==> config.mk <==
export PLATFORM = sky130hd
export DESIGN_NAME = time_of_day_clock_core
export DESIGN_NICKNAME = d
export VERILOG_FILES = /design/src/hw/rtl/tod_pkg.sv /design/src/hw/rtl/tod_calc.sv /design/src/hw/rtl/time_of_day_clock_core.sv
export SDC_FILE = /design/constraint.sdc
export NUM_CORES = 1
export LEC_CHECK = 0
export ABC_AREA = 1
export BUFFER_PORTS_ARGS = -buffer_cell sky130_fd_sc_hd__buf_2
export CELL_PAD_IN_SITES_DETAIL_PLACEMENT = 1
export CELL_PAD_IN_SITES_GLOBAL_PLACEMENT = 2
export CORE_MARGIN = 10
export CORE_UTILIZATION = 36
export CTS_BUF_LIST = sky130_fd_sc_hd__clkbuf_2
export DETAILED_ROUTE_END_ITERATION = 8
export HOLD_SLACK_MARGIN = 0.15
export PLACE_DENSITY = 0.82
export SETUP_SLACK_MARGIN = 0.1
export SLEW_MARGIN = 20
export SYNTH_ARGS = -nofsm -noshare
export SYNTH_HDL_FRONTEND = slang
export SYNTH_SLANG_ARGS = --single-unit
==> constraint.sdc <==
create_clock -name clock -period 9.1 [get_ports clock]
set_input_delay 0 -clock clock [delete_from_list [all_inputs] [get_ports clock]]
set_output_delay 0 -clock clock [all_outputs]
set_load 0.1 [all_outputs]
==> src/hw/rtl/tod_pkg.sv <==
// types and constants of the time-of-day clock
package tod_pkg;

   // widths of the clock fields
   localparam int unsigned HourWidth   = 5;
   localparam int unsigned MinuteWidth = 6;
   localparam int unsigned SecondWidth = 6;
   localparam int unsigned DaySecWidth = 17;
   localparam int unsigned MsWidth     = 16;
   localparam int unsigned AccWidth    = 17;
   localparam int unsigned OpWidth     = 3;

   // field limits, reset threshold and seconds per hour and per minute
   localparam logic [HourWidth-1:0]   LastHour   = 5'd23;
   localparam logic [MinuteWidth-1:0] LastMinute = 6'd59;
   localparam logic [SecondWidth-1:0] LastSecond = 6'd59;
   localparam logic [MsWidth-1:0]     MsReset    = 16'd1000;
   localparam logic [DaySecWidth-1:0] SecPerHour = 17'd3600;
   localparam logic [DaySecWidth-1:0] SecPerMin  = 17'd60;

   // command codes
   typedef enum logic [OpWidth-1:0] {
      OP_TICK      = 3'd0,
      OP_HOUR_UP   = 3'd1,
      OP_HOUR_DOWN = 3'd2,
      OP_MIN_UP    = 3'd3,
      OP_MIN_DOWN  = 3'd4
   } opcode_type;

   // current time of day
   typedef struct packed {
      logic [HourWidth-1:0]   hours;
      logic [MinuteWidth-1:0] minutes;
      logic [SecondWidth-1:0] seconds;
   } time_type;

endpackage

==> src/hw/rtl/tod_calc.sv <==
// next-state logic of the clock: tick, set commands and day-second total
module tod_calc (
   input  logic [tod_pkg::OpWidth-1:0]     opcode,
   input  logic [tod_pkg::MsWidth-1:0]     elapsed_ms,
   input  logic [tod_pkg::MsWidth-1:0]     ms_per_second,
   input  logic [tod_pkg::AccWidth-1:0]    acc_cur,
   input  tod_pkg::time_type               time_cur,
   output logic [tod_pkg::AccWidth-1:0]    acc_next,
   output tod_pkg::time_type               time_next,
   output logic [tod_pkg::DaySecWidth-1:0] day_seconds
);

   logic [tod_pkg::AccWidth-1:0] acc_sum;
   logic                         sec_step;
   logic                         sec_wrap;
   logic                         min_wrap;

   // accumulate elapsed time; a full second clears the remainder
   assign acc_sum  = acc_cur + {1'b0, elapsed_ms};
   assign sec_step = (acc_sum >= {1'b0, ms_per_second});
   assign sec_wrap = (time_cur.seconds == tod_pkg::LastSecond);
   assign min_wrap = (time_cur.minutes == tod_pkg::LastMinute);

   // command decode
   always_comb begin
      acc_next  = acc_cur;
      time_next = time_cur;
      case (opcode)
         tod_pkg::OP_TICK: begin
            if (sec_step) begin
               acc_next = '0;
               if (sec_wrap) begin
                  time_next.seconds = '0;
                  if (min_wrap) begin
                     time_next.minutes = '0;
                     if (time_cur.hours >= tod_pkg::LastHour) begin
                        time_next.hours = '0;
                     end else begin
                        time_next.hours = time_cur.hours + 1'b1;
                     end
                  end else begin
                     time_next.minutes = time_cur.minutes + 1'b1;
                  end
               end else begin
                  time_next.seconds = time_cur.seconds + 1'b1;
               end
            end else begin
               acc_next = acc_sum;
            end
         end
         tod_pkg::OP_HOUR_UP: begin
            time_next.hours = (time_cur.hours >= tod_pkg::LastHour) ? '0
                                                                  : time_cur.hours + 1'b1;
         end
         tod_pkg::OP_HOUR_DOWN: begin
            time_next.hours = (time_cur.hours == '0) ? tod_pkg::LastHour
                                                     : time_cur.hours - 1'b1;
         end
         tod_pkg::OP_MIN_UP: begin
            time_next.minutes = (time_cur.minutes >= tod_pkg::LastMinute) ? '0
                                                                        : time_cur.minutes + 1'b1;
         end
         tod_pkg::OP_MIN_DOWN: begin
            time_next.minutes = (time_cur.minutes == '0) ? tod_pkg::LastMinute
                                                         : time_cur.minutes - 1'b1;
         end
         default: begin
            acc_next  = acc_cur;
            time_next = time_cur;
         end
      endcase
   end

   // seconds since midnight of the updated time
   assign day_seconds =
      ({12'd0, time_next.hours} * tod_pkg::SecPerHour) +
      ({11'd0, time_next.minutes} * tod_pkg::SecPerMin) +
      {11'd0, time_next.seconds};

endmodule

==> src/hw/rtl/time_of_day_clock_core.sv <==
// top level of the time-of-day clock
//
// Request channel (req_): one command per transfer. req_tuser carries the
// opcode (tick, hour up/down, minute up/down); req_tdata carries the elapsed
// milliseconds, used by a tick only. Response channel (rsp_): exactly one
// transfer per command, holding hours, minutes, seconds and seconds of the
// day after the command has taken effect, in command order.
// csr_wr_en / csr_wr_data set the milliseconds per second; write it only
// while no command is in flight.
// A request passes from the input register through the update logic, which
// feeds the state and the response register.
// Throughput is one command per cycle while rsp_tready stays high; the time
// registers take one update per accepted command.
// Reset clears the time and the millisecond accumulator, sets the threshold
// to 1000 and empties both pipeline registers.
// When the receiver holds rsp_tready low the response stays put, the input
// register still takes one more command, and req_tready then drops until
// the response drains.
module time_of_day_clock_core (
   input  logic        clock,
   input  logic        reset,
   // request channel
   input  logic        req_tvalid,
   output logic        req_tready,
   input  logic [23:0] req_tdata,   // [15:0] elapsed_ms, [23:16] zero
   input  logic [2:0]  req_tuser,   // [2:0] opcode
   // response channel
   output logic        rsp_tvalid,
   input  logic        rsp_tready,
   output logic [39:0] rsp_tdata,   // [4:0] hours, [10:5] minutes,
                                    // [16:11] seconds, [33:17] day_seconds,
                                    // [39:34] zero
   // threshold register
   input  logic        csr_wr_en,
   input  logic [15:0] csr_wr_data
);

   logic                                in_valid_ff, in_valid_in;
   logic [tod_pkg::OpWidth-1:0]         in_op_ff, in_op_in;
   logic [tod_pkg::MsWidth-1:0]         in_ms_ff, in_ms_in;
   logic                                out_valid_ff, out_valid_in;
   tod_pkg::time_type                   out_time_ff, out_time_in;
   logic [tod_pkg::DaySecWidth-1:0]     out_dsec_ff, out_dsec_in;
   logic [tod_pkg::MsWidth-1:0]         thresh_ff, thresh_in;
   logic [tod_pkg::AccWidth-1:0]        acc_ff, acc_in;
   tod_pkg::time_type                   time_ff, time_in;
   logic [tod_pkg::AccWidth-1:0]        acc_next;
   tod_pkg::time_type                   time_next;
   logic [tod_pkg::DaySecWidth-1:0]     dsec_next;
   logic                                advance;

   // pipeline flow control
   assign advance    = in_valid_ff && (!out_valid_ff || rsp_tready);
   assign req_tready = !in_valid_ff || advance;

   // update logic
   tod_calc u_calc (
      .opcode        (in_op_ff),
      .elapsed_ms    (in_ms_ff),
      .ms_per_second (thresh_ff),
      .acc_cur       (acc_ff),
      .time_cur      (time_ff),
      .acc_next      (acc_next),
      .time_next     (time_next),
      .day_seconds   (dsec_next)
   );

   // next values of all registers
   always_comb begin
      in_valid_in  = in_valid_ff;
      in_op_in     = in_op_ff;
      in_ms_in     = in_ms_ff;
      out_valid_in = out_valid_ff;
      out_time_in  = out_time_ff;
      out_dsec_in  = out_dsec_ff;
      thresh_in    = thresh_ff;
      acc_in       = acc_ff;
      time_in      = time_ff;
      if (req_tready) begin
         in_valid_in = req_tvalid;
         in_op_in    = req_tuser;
         in_ms_in    = req_tdata[tod_pkg::MsWidth-1:0];
      end
      if (advance) begin
         out_valid_in = 1'b1;
         out_time_in  = time_next;
         out_dsec_in  = dsec_next;
         acc_in       = acc_next;
         time_in      = time_next;
      end else if (rsp_tready) begin
         out_valid_in = 1'b0;
      end
      if (csr_wr_en) begin
         thresh_in = csr_wr_data;
      end
   end

   // control and state registers
   always_ff @(posedge clock) begin
      if (reset) begin
         in_valid_ff  <= 1'b0;
         out_valid_ff <= 1'b0;
         thresh_ff    <= tod_pkg::MsReset;
         acc_ff       <= '0;
         time_ff      <= '0;
      end else begin
         in_valid_ff  <= in_valid_in;
         out_valid_ff <= out_valid_in;
         thresh_ff    <= thresh_in;
         acc_ff       <= acc_in;
         time_ff      <= time_in;
      end
   end

   // payload registers
   always_ff @(posedge clock) begin
      in_op_ff    <= in_op_in;
      in_ms_ff    <= in_ms_in;
      out_time_ff <= out_time_in;
      out_dsec_ff <= out_dsec_in;
   end

   // response packing
   assign rsp_tvalid = out_valid_ff;
   assign rsp_tdata  = {6'd0, out_dsec_ff, out_time_ff.seconds,
                        out_time_ff.minutes, out_time_ff.hours};

endmodule

==> flow_summary.toml <==
[run_status]
outcome = "finished, final reports clean"

[worst_setup_path]
slowest_delay_ns = 0.52
crit_path_end_kind = "flop"
cpMostUsedCell = "nand2_1"
crit_buf_inv = 3
cpLargestDelayFamily = "adder cells"
path_max_fanout = 13
crit_slowest_cell = "fa_1"
critPathLaunchType = "flop"
crit_type = "reg2reg"
crit_required_ns = 9.55
cp.arrival_ns = 8.69

[floorplan]
rows = 52
pin_count = 90
start_util = 0.369
core_area_um2 = 20400
dieWidth_um = 164
dieArea_um2 = 27000
die_h_um = 164

[timing]
layout_worst_path_cycle_share = 0.906
setup_viol = 0
hold_ws_ns = 0.259
fin_tns_setup_ns = 0
finalMaxSlewViolations = 0
final.min_clock_period_ns = 8.25
worst_pin_slew_ns = 0.825
slew_headroom = 0.446
finalHoldViolCount = 0
clock.fmax_ghz = 0.121
finClkSkew_ns = 0.0620
rsz0062_at_grt = "false"

[power]
ir_drop_v = 0.000124
power_density_nw_per_um2 = 190
leakagePower_nw = 4.47

[logic_synthesis]
synth-main-ff-cell = "dfxtp_1"
synth_area_per_cell_um2 = 8.09
yosys.area_share.simple = 0.187
yosysUniqueCellTypes = 42
synth_top_family_by_area = "adder cells"
synth_mux_area_frac = 0
synth_compound_area_frac = 0.129
yosysWarningCount = 0
synth_fa_ha_area_frac = 0.189
async_flop_share = 0
synth-seq-cells = 103
synthXorXnorAreaFrac = 0.0549
synth_cells = 928
synth.yosys.seq_area_share = 0.343
netlist_area_um2 = 7500
synth-edff-count = 51

[routing]
wl_met2_um = 12100
initialDrtViolationCount = 205
detail_route.wl_per_cell_um = 16.5
wl_met1_um = 9650
via_count = 6737
drtPass1Iterations = 6
wl_um = 22700
wl_met3_um = 636
drc_errors = 0
postRouteAntennaNets = 0
maxUsedRoutingLayer = "met4"
viasPerCell = 4.89

[grt]
antenna_found_initial = 1
grt_pass1_wl_um = 36900
grt_overflow = 0
grt_start_max_net_pins = 55
grt_use_total = 0.171
grt_pass1_vias = 7218

[cts]
numCtsBuffers = 9
cts_tree = "built"
cts_max_path_buffers = 2
clock_latency_ns = 0.69
clk_pin_slew_ns = 0.33
cts_max_level = 3
cts_sinks = 103
clock-root-buffer = "clkbuf_2"

[worst_hold_path]
hold_path_class = "in2reg"

[layout]
syn_to_final_growth_pct = 23.7
final_common_cell = "nand2_1"
mostFrequentLayoutCells = "nand2_1, inv_1, dlygate4sd3_1"
nets = 1254
fillers = 2499
fin_util = 0.456
drive_above_1_share = 0.113

[place]
place.gp.congestion = 0.831
hpwl_um = 15500
io_buffers = 75

[flow_run]
drv_cap = 0
## worst min-delay path, cell delays in order
cell           delay [ns]
buf_2                0.20
o21ai_0              0.18
dlygate4sd3_1        0.54
## sequential cells by signal (all words and copies together) (netlist names)
register	count
in_ms_ff	16
in_op_ff	3
in_valid_ff	1
acc_ff	17
rsp_tdata	17
rsp_tvalid	1
out_dsec_ff	15
time_ff	17
thresh_ff	16
## routing by layer
metal | GRT usage | up-vias
li1 | - | 3402
met1 | 0.194 | 3257
met2 | 0.324 | 62
met3 | 0.0311 | 16
met4 | 0.0386 | 0
met5 | 0 | -
## final cells by class
class,count,area [µm²],area share
multi-input cells,654,4230,0.455
well taps,270,338,0.0364
clock inverters,7,45.0,0.00485
flip-flops and latches,103,2570,0.277
clock buffers,9,45.0,0.00485
diodes,1,2.50,0.000270
repair buffers,190,1510,0.163
inverters,144,541,0.0582
## where the power goes
| part | internal [W] | switching [W] | total, W |
|---|---|---|---|
| logic | 0.000308 | 0.000644 | 0.000952 |
| clock network | 0.0000377 | 0.000182 | 0.000220 |
| registers | 0.000566 | 0.0000222 | 0.000588 |
## Yosys cell counts, types with 2 or more instances
| cell type | count | area [µm²] |
|---|---|---|
| fa_1 | 16 | 320 |
| inv_1 | 140 | 526 |
| inv_2 | 4 | 15.0 |
| a21oi_1 | 82 | 410 |
| dfxtp_1 | 52 | 1040 |
| o21ai_0 | 62 | 310 |
| o21bai_1 | 2 | 15.0 |
| a21o_1 | 3 | 22.5 |
| buf_1 | 2 | 7.51 |
| xnor2_1 | 13 | 114 |
| nand2_1 | 184 | 691 |
| o21ai_1 | 5 | 25.0 |
| nor2_4 | 3 | 33.8 |
| buf_4 | 9 | 67.6 |
| edfxtp_1 | 51 | 1530 |
| nor3_1 | 9 | 45.0 |
| o211ai_1 | 4 | 30.0 |
| a21oi_2 | 7 | 61.3 |
| buf_2 | 2 | 10.0 |
| nand4_1 | 11 | 68.8 |
| nand2_2 | 9 | 56.3 |
| ha_1 | 88 | 1100 |
| a211oi_1 | 2 | 15.0 |
| a31oi_1 | 3 | 18.8 |
| o221ai_1 | 3 | 26.3 |
| buf_6 | 4 | 45.0 |
| xor2_1 | 34 | 298 |
| nor2_1 | 38 | 143 |
| clkbuf_1 | 15 | 56.3 |
| nand3_1 | 59 | 295 |
## cell families (layout without fill, tap and decap cells)
| kind of cell | count (synthesis) | after routing |
|---|---|---|
| AOI/OAI and AO/OA | 177 | 177 |
| xor gates and xnor gates | 47 | 47 |
| adders and majority gates | 104 | 104 |
| buffers and inverters | 176 | 350 |
| DFF | 103 | 103 |
| other | 1 | 7 |
| and+or+nand+nor | 320 | 320 |
## final timing paths
kind / start / slack, ns / cells past startpoint / to
worst min register to register: acc_ff[3] / 0.49 / 2 / acc_ff[3]
worst min-delay path: csr_wr_en / 0.26 / 3 / thresh_ff[7]
worst max-delay path: acc_ff[0] / 0.85 / 38 / out_dsec_ff[16]
worst max register to register: acc_ff[0] / 0.85 / 38 / out_dsec_ff[16]
## what timing repair did
item / in CTS / in global routing
resized for setup: 0 / 2
setup endpoints to repair: 0 / 2
buffers inserted: 0 / 0
hold endpoints to repair: 84 / 0
hold buffers: 109 / 0
## per-stage QoR
step | total power [W] | worst slack [ns] | std cells | area (µm²)
3_3_place_gp | 0.00149 | 0.864 | 1252 | 8100
2_1_floorplan | 0.00133 | 1.96 | 933 | 7520
3_5_place_dp | 0.00152 | 0.677 | 1252 | 8100
4_1_cts | 0.00178 | 0.604 | 1377 | 9280
5_1_grt | 0.00191 | 0.170 | 1378 | 9280
6_report | 0.00176 | 0.855 | 1378 | 9280
Power figures use the tool's default switching activity.
